--- src/sv/gem_pkg.sv ---
// Shared types and constants of the masked grayscale erosion block.
// Used by gem_window, grayscale_erosion_masked and gem_checker; depends on nothing.
package gem_pkg;

  // Pixel and store entry widths (entry = pixel plus mask bit on top)
  localparam int PIX_W    = 8;
  localparam int ENTRY_W  = PIX_W + 1;
  localparam int MASK_BIT = PIX_W;

  // Configuration register widths
  localparam int CFG_LEN_W  = 11;
  localparam int CFG_CNT_W  = 13;
  localparam int HALF_W     = 2;
  localparam int ELEM_W     = 49;
  localparam int ELEM_IDX_W = 6;
  localparam int CFG_IDX_W  = 3;
  localparam int CFG_DATA_W = ELEM_W;

  // Column position and its limit
  localparam int COL_W            = 12;
  localparam int MAX_COLUMN_COUNT = 4096;

  // Default sizes handed to the top level
  localparam int DEF_MAX_COLUMN_LENGTH = 1024;
  localparam int DEF_MAX_HALF_SIZE     = 3;

  // Register indexes
  localparam logic [CFG_IDX_W-1:0] REG_COLUMN_LENGTH = 3'd0;
  localparam logic [CFG_IDX_W-1:0] REG_COLUMN_COUNT  = 3'd1;
  localparam logic [CFG_IDX_W-1:0] REG_HALF_ROWS     = 3'd2;
  localparam logic [CFG_IDX_W-1:0] REG_HALF_COLS     = 3'd3;
  localparam logic [CFG_IDX_W-1:0] REG_ELEMENT_BITS  = 3'd4;
  localparam logic [CFG_IDX_W-1:0] REG_MASK_ENABLE   = 3'd5;

  // Register reset values
  localparam logic [CFG_LEN_W-1:0] RST_COLUMN_LENGTH = 11'd1024;
  localparam logic [CFG_CNT_W-1:0] RST_COLUMN_COUNT  = 13'd1024;
  localparam logic [HALF_W-1:0]    RST_HALF_ROWS     = 2'd1;
  localparam logic [HALF_W-1:0]    RST_HALF_COLS     = 2'd1;
  localparam logic [ELEM_W-1:0]    RST_ELEMENT_BITS  = 49'd511;
  localparam logic                 RST_MASK_ENABLE   = 1'b0;

  // Control that travels with each pipeline stage
  typedef struct packed {
    logic valid;
    logic emit;
    logic last;
  } gem_ctrl_t;

  // Effective configuration seen by the window datapath
  typedef struct packed {
    logic [HALF_W-1:0] half_rows;
    logic [HALF_W-1:0] half_cols;
    logic [ELEM_W-1:0] element_bits;
    logic              mask_enable;
  } gem_cfg_t;

endpackage

--- src/sv/gem_window.sv ---
// Window datapath: row shift line, structuring-element select, two-level minimum.
// Depends on gem_pkg.
module gem_window #(
  parameter int MAX_HALF_SIZE = gem_pkg::DEF_MAX_HALF_SIZE
) (
  input  logic                                                     clk,
  input  logic                                                     rst,
  input  logic                                                     en,
  input  gem_pkg::gem_ctrl_t                                       in_ctrl,
  input  logic [2*MAX_HALF_SIZE:0][gem_pkg::ENTRY_W-1:0]           row_vec,
  input  gem_pkg::gem_cfg_t                                        cfg,
  output gem_pkg::gem_ctrl_t                                       out_ctrl,
  output logic [gem_pkg::PIX_W-1:0]                                out_pixel
);
  import gem_pkg::*;

  localparam int WIN = 2 * MAX_HALF_SIZE + 1;

  // Element select per window position, window[k][d] = row r-k, column c-d
  logic [WIN-1:0][WIN-1:0]              sel_next;
  logic [WIN-1:0][WIN-1:0]              sel;
  logic [ELEM_IDX_W-1:0]                two_p;
  logic [ELEM_IDX_W-1:0]                two_q;

  // Shift line of row vectors and stage registers
  logic [WIN-1:0][WIN-1:0][ENTRY_W-1:0] win;
  gem_ctrl_t                            s2_ctrl;
  gem_ctrl_t                            s3_ctrl;
  gem_ctrl_t                            s4_ctrl;
  logic [WIN-1:0][WIN-1:0][PIX_W-1:0]   masked;
  logic [ENTRY_W-1:0]                   centre;
  logic [WIN-1:0][WIN-1:0][PIX_W-1:0]   s3_masked;
  logic [PIX_W-1:0]                     s3_centre;
  logic                                 s3_keep;
  logic [WIN-1:0][PIX_W-1:0]            row_min;
  logic [WIN-1:0][PIX_W-1:0]            s4_row_min;
  logic [PIX_W-1:0]                     s4_centre;
  logic                                 s4_keep;
  logic [PIX_W-1:0]                     least;

  assign two_p = ELEM_IDX_W'({cfg.half_rows, 1'b0});
  assign two_q = ELEM_IDX_W'({cfg.half_cols, 1'b0});

  // Map each window position to its element bit
  for (genvar k = 0; k < WIN; k++) begin : g_sel_row
    for (genvar d = 0; d < WIN; d++) begin : g_sel_col
      logic [ELEM_IDX_W-1:0] dr;
      logic [ELEM_IDX_W-1:0] dc;
      logic [ELEM_IDX_W-1:0] idx;
      assign dr  = two_p - ELEM_IDX_W'(k);
      assign dc  = two_q - ELEM_IDX_W'(d);
      assign idx = ELEM_IDX_W'(dr + (two_p + ELEM_IDX_W'(1)) * dc);
      assign sel_next[k][d] = (ELEM_IDX_W'(k) <= two_p) && (ELEM_IDX_W'(d) <= two_q) &&
                              cfg.element_bits[idx];
    end
  end

  // Hold the decoded select; the user must change configuration only while idle
  always_ff @(posedge clk) begin
    sel <= sel_next;
  end

  // Stage 2: shift each transaction's row vector into the window
  always_ff @(posedge clk) begin
    if (en && in_ctrl.valid) begin
      win[0] <= row_vec;
      for (int k = 1; k < WIN; k++) begin
        win[k] <= win[k-1];
      end
    end
  end

  // Pick the centre entry
  always_comb begin
    centre = '0;
    for (int k = 0; k < WIN; k++) begin
      for (int d = 0; d < WIN; d++) begin
        if (k == int'(cfg.half_rows) && d == int'(cfg.half_cols)) begin
          centre = win[k][d];
        end
      end
    end
  end

  // Drop unselected neighbours to the neutral value
  always_comb begin
    for (int k = 0; k < WIN; k++) begin
      for (int d = 0; d < WIN; d++) begin
        masked[k][d] = sel[k][d] ? win[k][d][PIX_W-1:0] : {PIX_W{1'b1}};
      end
    end
  end

  // Stage 3 payload
  always_ff @(posedge clk) begin
    if (en) begin
      s3_masked <= masked;
      s3_centre <= centre[PIX_W-1:0];
      s3_keep   <= cfg.mask_enable && !centre[MASK_BIT];
    end
  end

  // Minimum along each window row
  always_comb begin
    for (int k = 0; k < WIN; k++) begin
      row_min[k] = s3_masked[k][0];
      for (int d = 1; d < WIN; d++) begin
        if (s3_masked[k][d] < row_min[k]) begin
          row_min[k] = s3_masked[k][d];
        end
      end
    end
  end

  // Stage 4 payload
  always_ff @(posedge clk) begin
    if (en) begin
      s4_row_min <= row_min;
      s4_centre  <= s3_centre;
      s4_keep    <= s3_keep;
    end
  end

  // Advance control; only window-completing transactions go past stage 2
  always_ff @(posedge clk) begin
    if (rst) begin
      s2_ctrl <= '0;
      s3_ctrl <= '0;
      s4_ctrl <= '0;
    end else if (en) begin
      s2_ctrl <= in_ctrl;
      s3_ctrl <= '{valid: s2_ctrl.valid && s2_ctrl.emit, emit: s2_ctrl.emit,
                   last: s2_ctrl.last};
      s4_ctrl <= s3_ctrl;
    end
  end

  // Fold row minima with the centre, pass the centre through when masked off
  always_comb begin
    least = s4_centre;
    for (int k = 0; k < WIN; k++) begin
      if (s4_row_min[k] < least) begin
        least = s4_row_min[k];
      end
    end
  end

  assign out_pixel = s4_keep ? s4_centre : least;
  assign out_ctrl  = s4_ctrl;

endmodule

--- config.mk ---
export PLATFORM = sky130hd
export DESIGN_NAME = gem_window
export DESIGN_NICKNAME = d
export VERILOG_FILES = /design/src/sv/gem_pkg.sv /design/src/sv/gem_window.sv
export SDC_FILE = /design/constraint.sdc
export NUM_CORES = 2
export LEC_CHECK = 0
export BUFFER_PORTS_ARGS = -buffer_cell sky130_fd_sc_hd__buf_2
export CORE_MARGIN = 1.5
export CORE_UTILIZATION = 40
export CTS_BUF_LIST = sky130_fd_sc_hd__clkbuf_4 sky130_fd_sc_hd__clkbuf_8
export DETAILED_ROUTE_END_ITERATION = 7
export SLEW_MARGIN = 20
export SYNTH_ARGS = -nofsm -noshare
export SYNTH_HDL_FRONTEND = slang
export SYNTH_SLANG_ARGS = --single-unit
--- constraint.sdc ---
create_clock -name clk -period 14 [get_ports clk]
set_input_delay 2.1 -clock clk [delete_from_list [all_inputs] [get_ports clk]]
set_output_delay 2.1 -clock clk [all_outputs]
set_load 0.01 [all_outputs]
== Word level (Yosys, flattened, before mapping) ==
Cells that the tools add are included.
Storage, ports and cells
  register bits after elaboration: 932
  input bits: 123
  output and inout bits: 11
  word-level logic and storage cells: 596
Operators by class
  add/sub/neg operators: 62
  multiply operators: 7
  $lt $le $gt $ge: 112
  eq/ne operators: 6
  muxes and demuxes: 164
  reductions and logical operators: 120
Operators by type and width (count)
  8-bit 2-to-1 mux: 50
  8-bit < comparator: 49
  6-bit by 7-bit < comparator with 1-bit output (second input constant): 49
  1-bit binary-select mux with 6-bit select: 49
  6-bit adder: 42
  9-bit 2-to-1 mux: 16
  1-bit logical AND: 117
  1-bit 2-to-1 mux: 49
  3-bit by 6-bit adder with 6-bit output: 7
  5-bit by 4-bit multiplier with 6-bit output: 6
  3-bit by 3-bit subtractor with 4-bit output (second input constant): 6
  3-bit less-or-equal comparator (first input constant): 6
  3-bit by 2-bit subtractor with 4-bit output (second input constant): 4
  1-bit by 3-bit less-or-equal comparator with 1-bit output (first input constant): 4
  2-bit by 3-bit less-or-equal comparator with 1-bit output (first input constant): 4
  2-bit equality test (first input constant): 4
  3-bit by 1-bit subtractor with 4-bit output (second input constant): 2
  6-bit by 2-bit multiplier with 5-bit output: 1
  3-bit by 1-bit adder with 4-bit output (second input constant): 1
  1-bit by 2-bit equality test with 1-bit output (first input constant): 2
  2-bit logical NOT: 2
  1-bit logical NOT: 1

== Logic depth before layout (Yosys ltp) ==
  depth in word-level cells: 20
  mapped depth: 62
  gate-level depth less buffers: 59

== Least setup slack after synthesis ==
OpenSTA, ideal clock, no wires.
  path type: reg-to-output
  from: register s4_row_min[6] (netlist bit)
  to: output port out_pixel[1] (netlist bit)
  arrival: 11.581 ns
  setup slack: 0.319 ns
  stages on the path, launching flop included: 62
  cells stage by stage: edfxtp_1 ha_1 and2_1 and3_1 a31oi_1 clkbuf_1 nor2_1 a21oi_1 ha_1 and4_1 and2_1 nand2_1 a21oi_1 a311oi_2 buf_6 mux2i_1 inv_1 ha_1 (+26 left out) inv_1 ha_1 a21o_1 a21oi_1 nand2_1 a311o_1 a21oi_4 nor3_4 mux2i_1 ha_1 a21o_1 a21o_1 a21oi_1 nand2_1 inv_1 o21ai_1 and3_1 o31ai_1
On the way
  cells in the longest elaborated chain, start to end: 15
Ends and longest elaborated chain
  start, declared: RTL line gem_window.sv:36  | logic [WIN-1:0][PIX_W-1:0] s4_row_min;
  start signal, assigned: RTL line gem_window.sv:118  | s4_row_min <= row_min;
  8-bit < comparator: RTL line gem_window.sv:142  | if (s4_row_min[k] < least) begin
  8-bit 2-to-1 mux *: RTL line gem_window.sv:142
  8-bit < comparator: RTL line gem_window.sv:142
  8-bit 2-to-1 mux *: RTL line gem_window.sv:142
  8-bit < comparator: RTL line gem_window.sv:142
  8-bit 2-to-1 mux *: RTL line gem_window.sv:142
  8-bit < comparator: RTL line gem_window.sv:142
  8-bit 2-to-1 mux *: RTL line gem_window.sv:142
  8-bit < comparator: RTL line gem_window.sv:142
  8-bit 2-to-1 mux *: RTL line gem_window.sv:142
  8-bit < comparator: RTL line gem_window.sv:142
  8-bit 2-to-1 mux *: RTL line gem_window.sv:142
  8-bit < comparator: RTL line gem_window.sv:142
  8-bit 2-to-1 mux *: RTL line gem_window.sv:142
  8-bit 2-to-1 mux *: RTL line gem_window.sv:148  | assign out_pixel = s4_keep ? s4_centre : least;
  end, declared: RTL line gem_window.sv:13  | output logic [gem_pkg::PIX_W-1:0] out_pixel
Every way passes the cells marked *; elsewhere a longest branch is shown, timed or not.

== Worst setup path in the final report ==
  from: register s4_row_min[6] (netlist bit)
  to: output port out_pixel[4] (netlist bit)
Same word-level chain as after synthesis.

==> flow_summary.ini <==
[worst_setup_path]
cp-start-kind = register
slowest_stage = edfxtp_1
end_kind = primary output
worstSetupPathType = reg2out
worstPathRequired_ns = 11.90
cpPeakStageDelay_ns = 0.45
rrSetupSlack_ns = 1.29
cp_max_fo = 7
worst-r2r-cell-count = 49
arrival_ns = 11.95

[floorplanning]
die_w_um = 377
io_pins = 134
initial_core_util_pct = 40.2
die_y_um = 377
core_area_um2 = 139000
die-area_um2 = 142000
rows = 137

[detailed_routing]
avgViaCountPerCell = 5.48
ant_nets = 0
met3_length_mm = 10.0
firstDrtPassIters = 5
m1WireLength_mm = 66.1
via_count = 38189
wl_per_cell_um = 21.8
topRoutingLayerUsed = met5
drc_errors = 0
route.met2.wl_mm = 71.1
drt-initial-drc-count = 2917
routed_wl_mm = 152

[cells_and_area]
drive_above_1_share_pct = 17.3
areaGrowthSynthToFinish_pct = 13.0
nNetsFinal = 5548
multi_input_area_um2 = 27500
fillCellCount = 12865
seqCellArea_um2 = 27400

[cts]
htree_num_levels = 4
cts_tree = done
cts-buffers-inserted = 156
clock_sinks = 932
cts.clk_slew.worst_paths_ns = 0.06
root_buffer = clkbuf_8
cts_buffer_depth = 3
clk_latency_ns = 0.85

[global_route]
antenna_found_initial = 12
grt_pass1_wl_mm = 227
grt_overflow = 0
grt_pass1_vias = 37419
grt_usage_pct = 21.2
grt_max_degree = 162

[sta]
skew_ns = 0.0455
rsz0062_at_grt = true
hold_viol_final = 0
setup-violations-final = 2
timing.final.crit_share_pct = 100
period_minus_slack_ns = 14.05
slew_violations = 0
slew_headroom_pct = 22.6
tightest_slew_ns = 1.13
max_freq_mhz = 71.2
finalWorstSetupSlack_ns = -0.0515

[synth]
synth_warnings = 0
ys_ff_latch = 932
async_flop_share_pct = 0
yosysMostFrequentCell = edfxtp_1
syn-cell-area_um2 = 56000
yosys.cell_types.count = 90
ys_seq_area_share_pct = 49.0
synth_ff_type = edfxtp_1
synth_edf_count = 874
synth_common_cells = edfxtp_1 (874), ha_1 (452), nand2b_1 (415), inv_1 (328), a21oi_1 (327)
synthTopCellsByArea = edfxtp_1 (47%), ha_1 (10%), mux4_2 (5.7%)
synth_nets = 5260
synth.avg_cell_area_um2 = 12.0
syn_inst = 4666
netlist.area_leader.share_pct = 46.9
yosys.area.top_type = edfxtp_1

[run_status]
status = finished, violations left
violations = setup timing

[flow_run]
drv_cap = 0

[placement]
hpwl_mm = 116
portBuffers = 130
gp_congestion = 0.953
pre_cts_slack_ns = -0.134

[hold_path]
holdPathStages = 0
hold_class = reg2reg
## area by class of cell
class	count	area share, %
multi-input cells	3293	43.4
flip-flops and latches	932	43.3
clock buffers	223	4.30
well taps	1876	3.71
repair buffers	241	2.43
inverters	330	1.96
clock inverters	65	0.811
diodes	4	0.0158
## state kept, by name (all words and copies together), names as in the netlist, 3 cells and up
signal,cells
out_ctrl,3
s2_ctrl,3
s3_centre,8
s3_ctrl,3
s3_masked,392
s4_centre,8
s4_row_min,56
sel,49
win,408
## placed cells by master (no fill, tap or decap), types with 18 or more instances in the layout
master and n:
clkinv_1 26, nand2_1 174, xnor2_1 107, ha_1 435, o22ai_1 22, nand2b_1 415, nand4_1 21, nor2_1 271
a211o_1 19, o21a_1 36, buf_2 127, inv_1 316, or3_1 45, xor2_1 45, a21o_1 152, clkinv_2 21
fa_1 19, mux2_2 89, a21oi_1 311, nand3_1 49, clkbuf_8 167, o21ai_0 135, a211oi_1 18, o211ai_1 30
buf_4 104, dfxtp_1 58, edfxtp_1 874, and2_1 26, mux4_2 142, mux2i_1 242, nor3_1 52, nor2b_1 39
clkbuf_4 57, a31oi_1 54
## worst max-delay path: cells and delay by family, from the launching register on
family                   cells  cell delay (ns)
multiplexers                 6             1.43
AND/OR/NAND/NOR             18             2.63
flip-flops                   1             0.45
buffers and inverters        9             0.97
AO/OA/AOI/OAI               21             3.85
adder cells (fa/ha/maj)      7             1.81
## per-stage QoR
step	TNS, ns	util, %	cell area (µm²)	hold slack [ns]	std cells
floorplan	0	-	56000	0.400	4666
global placement	0	42.5	59100	0.402	6624
detailed placement	-0.713	42.5	59100	0.405	6624
CTS	0	45.1	62700	0.421	6939
global route	-3.89	45.4	63200	0.426	6962
finish	-0.0572	45.4	63200	0.418	6964
## cells by family after synthesis
group	Yosys count	share of synthesized area (%)
simple gates	1188	11.2
compound gates	981	11.3
flops	932	49.0
mux	493	12.2
fa+ha+maj	474	10.8
buf+inv	443	3.00
xor+xnor	155	2.43
## worst paths after layout
kind,from,to
max,s4_row_min[6],out_pixel[4]
min,s3_centre[3],s4_centre[3]
max reg2reg,s3_masked[233],s4_row_min[32]
min reg2reg,s3_centre[3],s4_centre[3]
## layer usage
metal,vias to the layer above,GRT usage (%)
met4,8,6.68
met2,1189,35.1
met1,18603,27.8
met3,273,4.21
li1,18116,-
met5,-,0
## repair_timing
item | in CTS | in global routing
pin swaps | 30 | 58
cloned | 1 | 2
setup endpoints to repair | 8 | 8
setup buffers | 26 | 18
gates resized for setup | 52 | 71
hold endpoints to repair | 0 | 0
hold buffers | 0 | 0
Power is left out: the tool's default activity adds up to more than one toggle a clock period on the data nets, which glitch-free logic cannot reach.
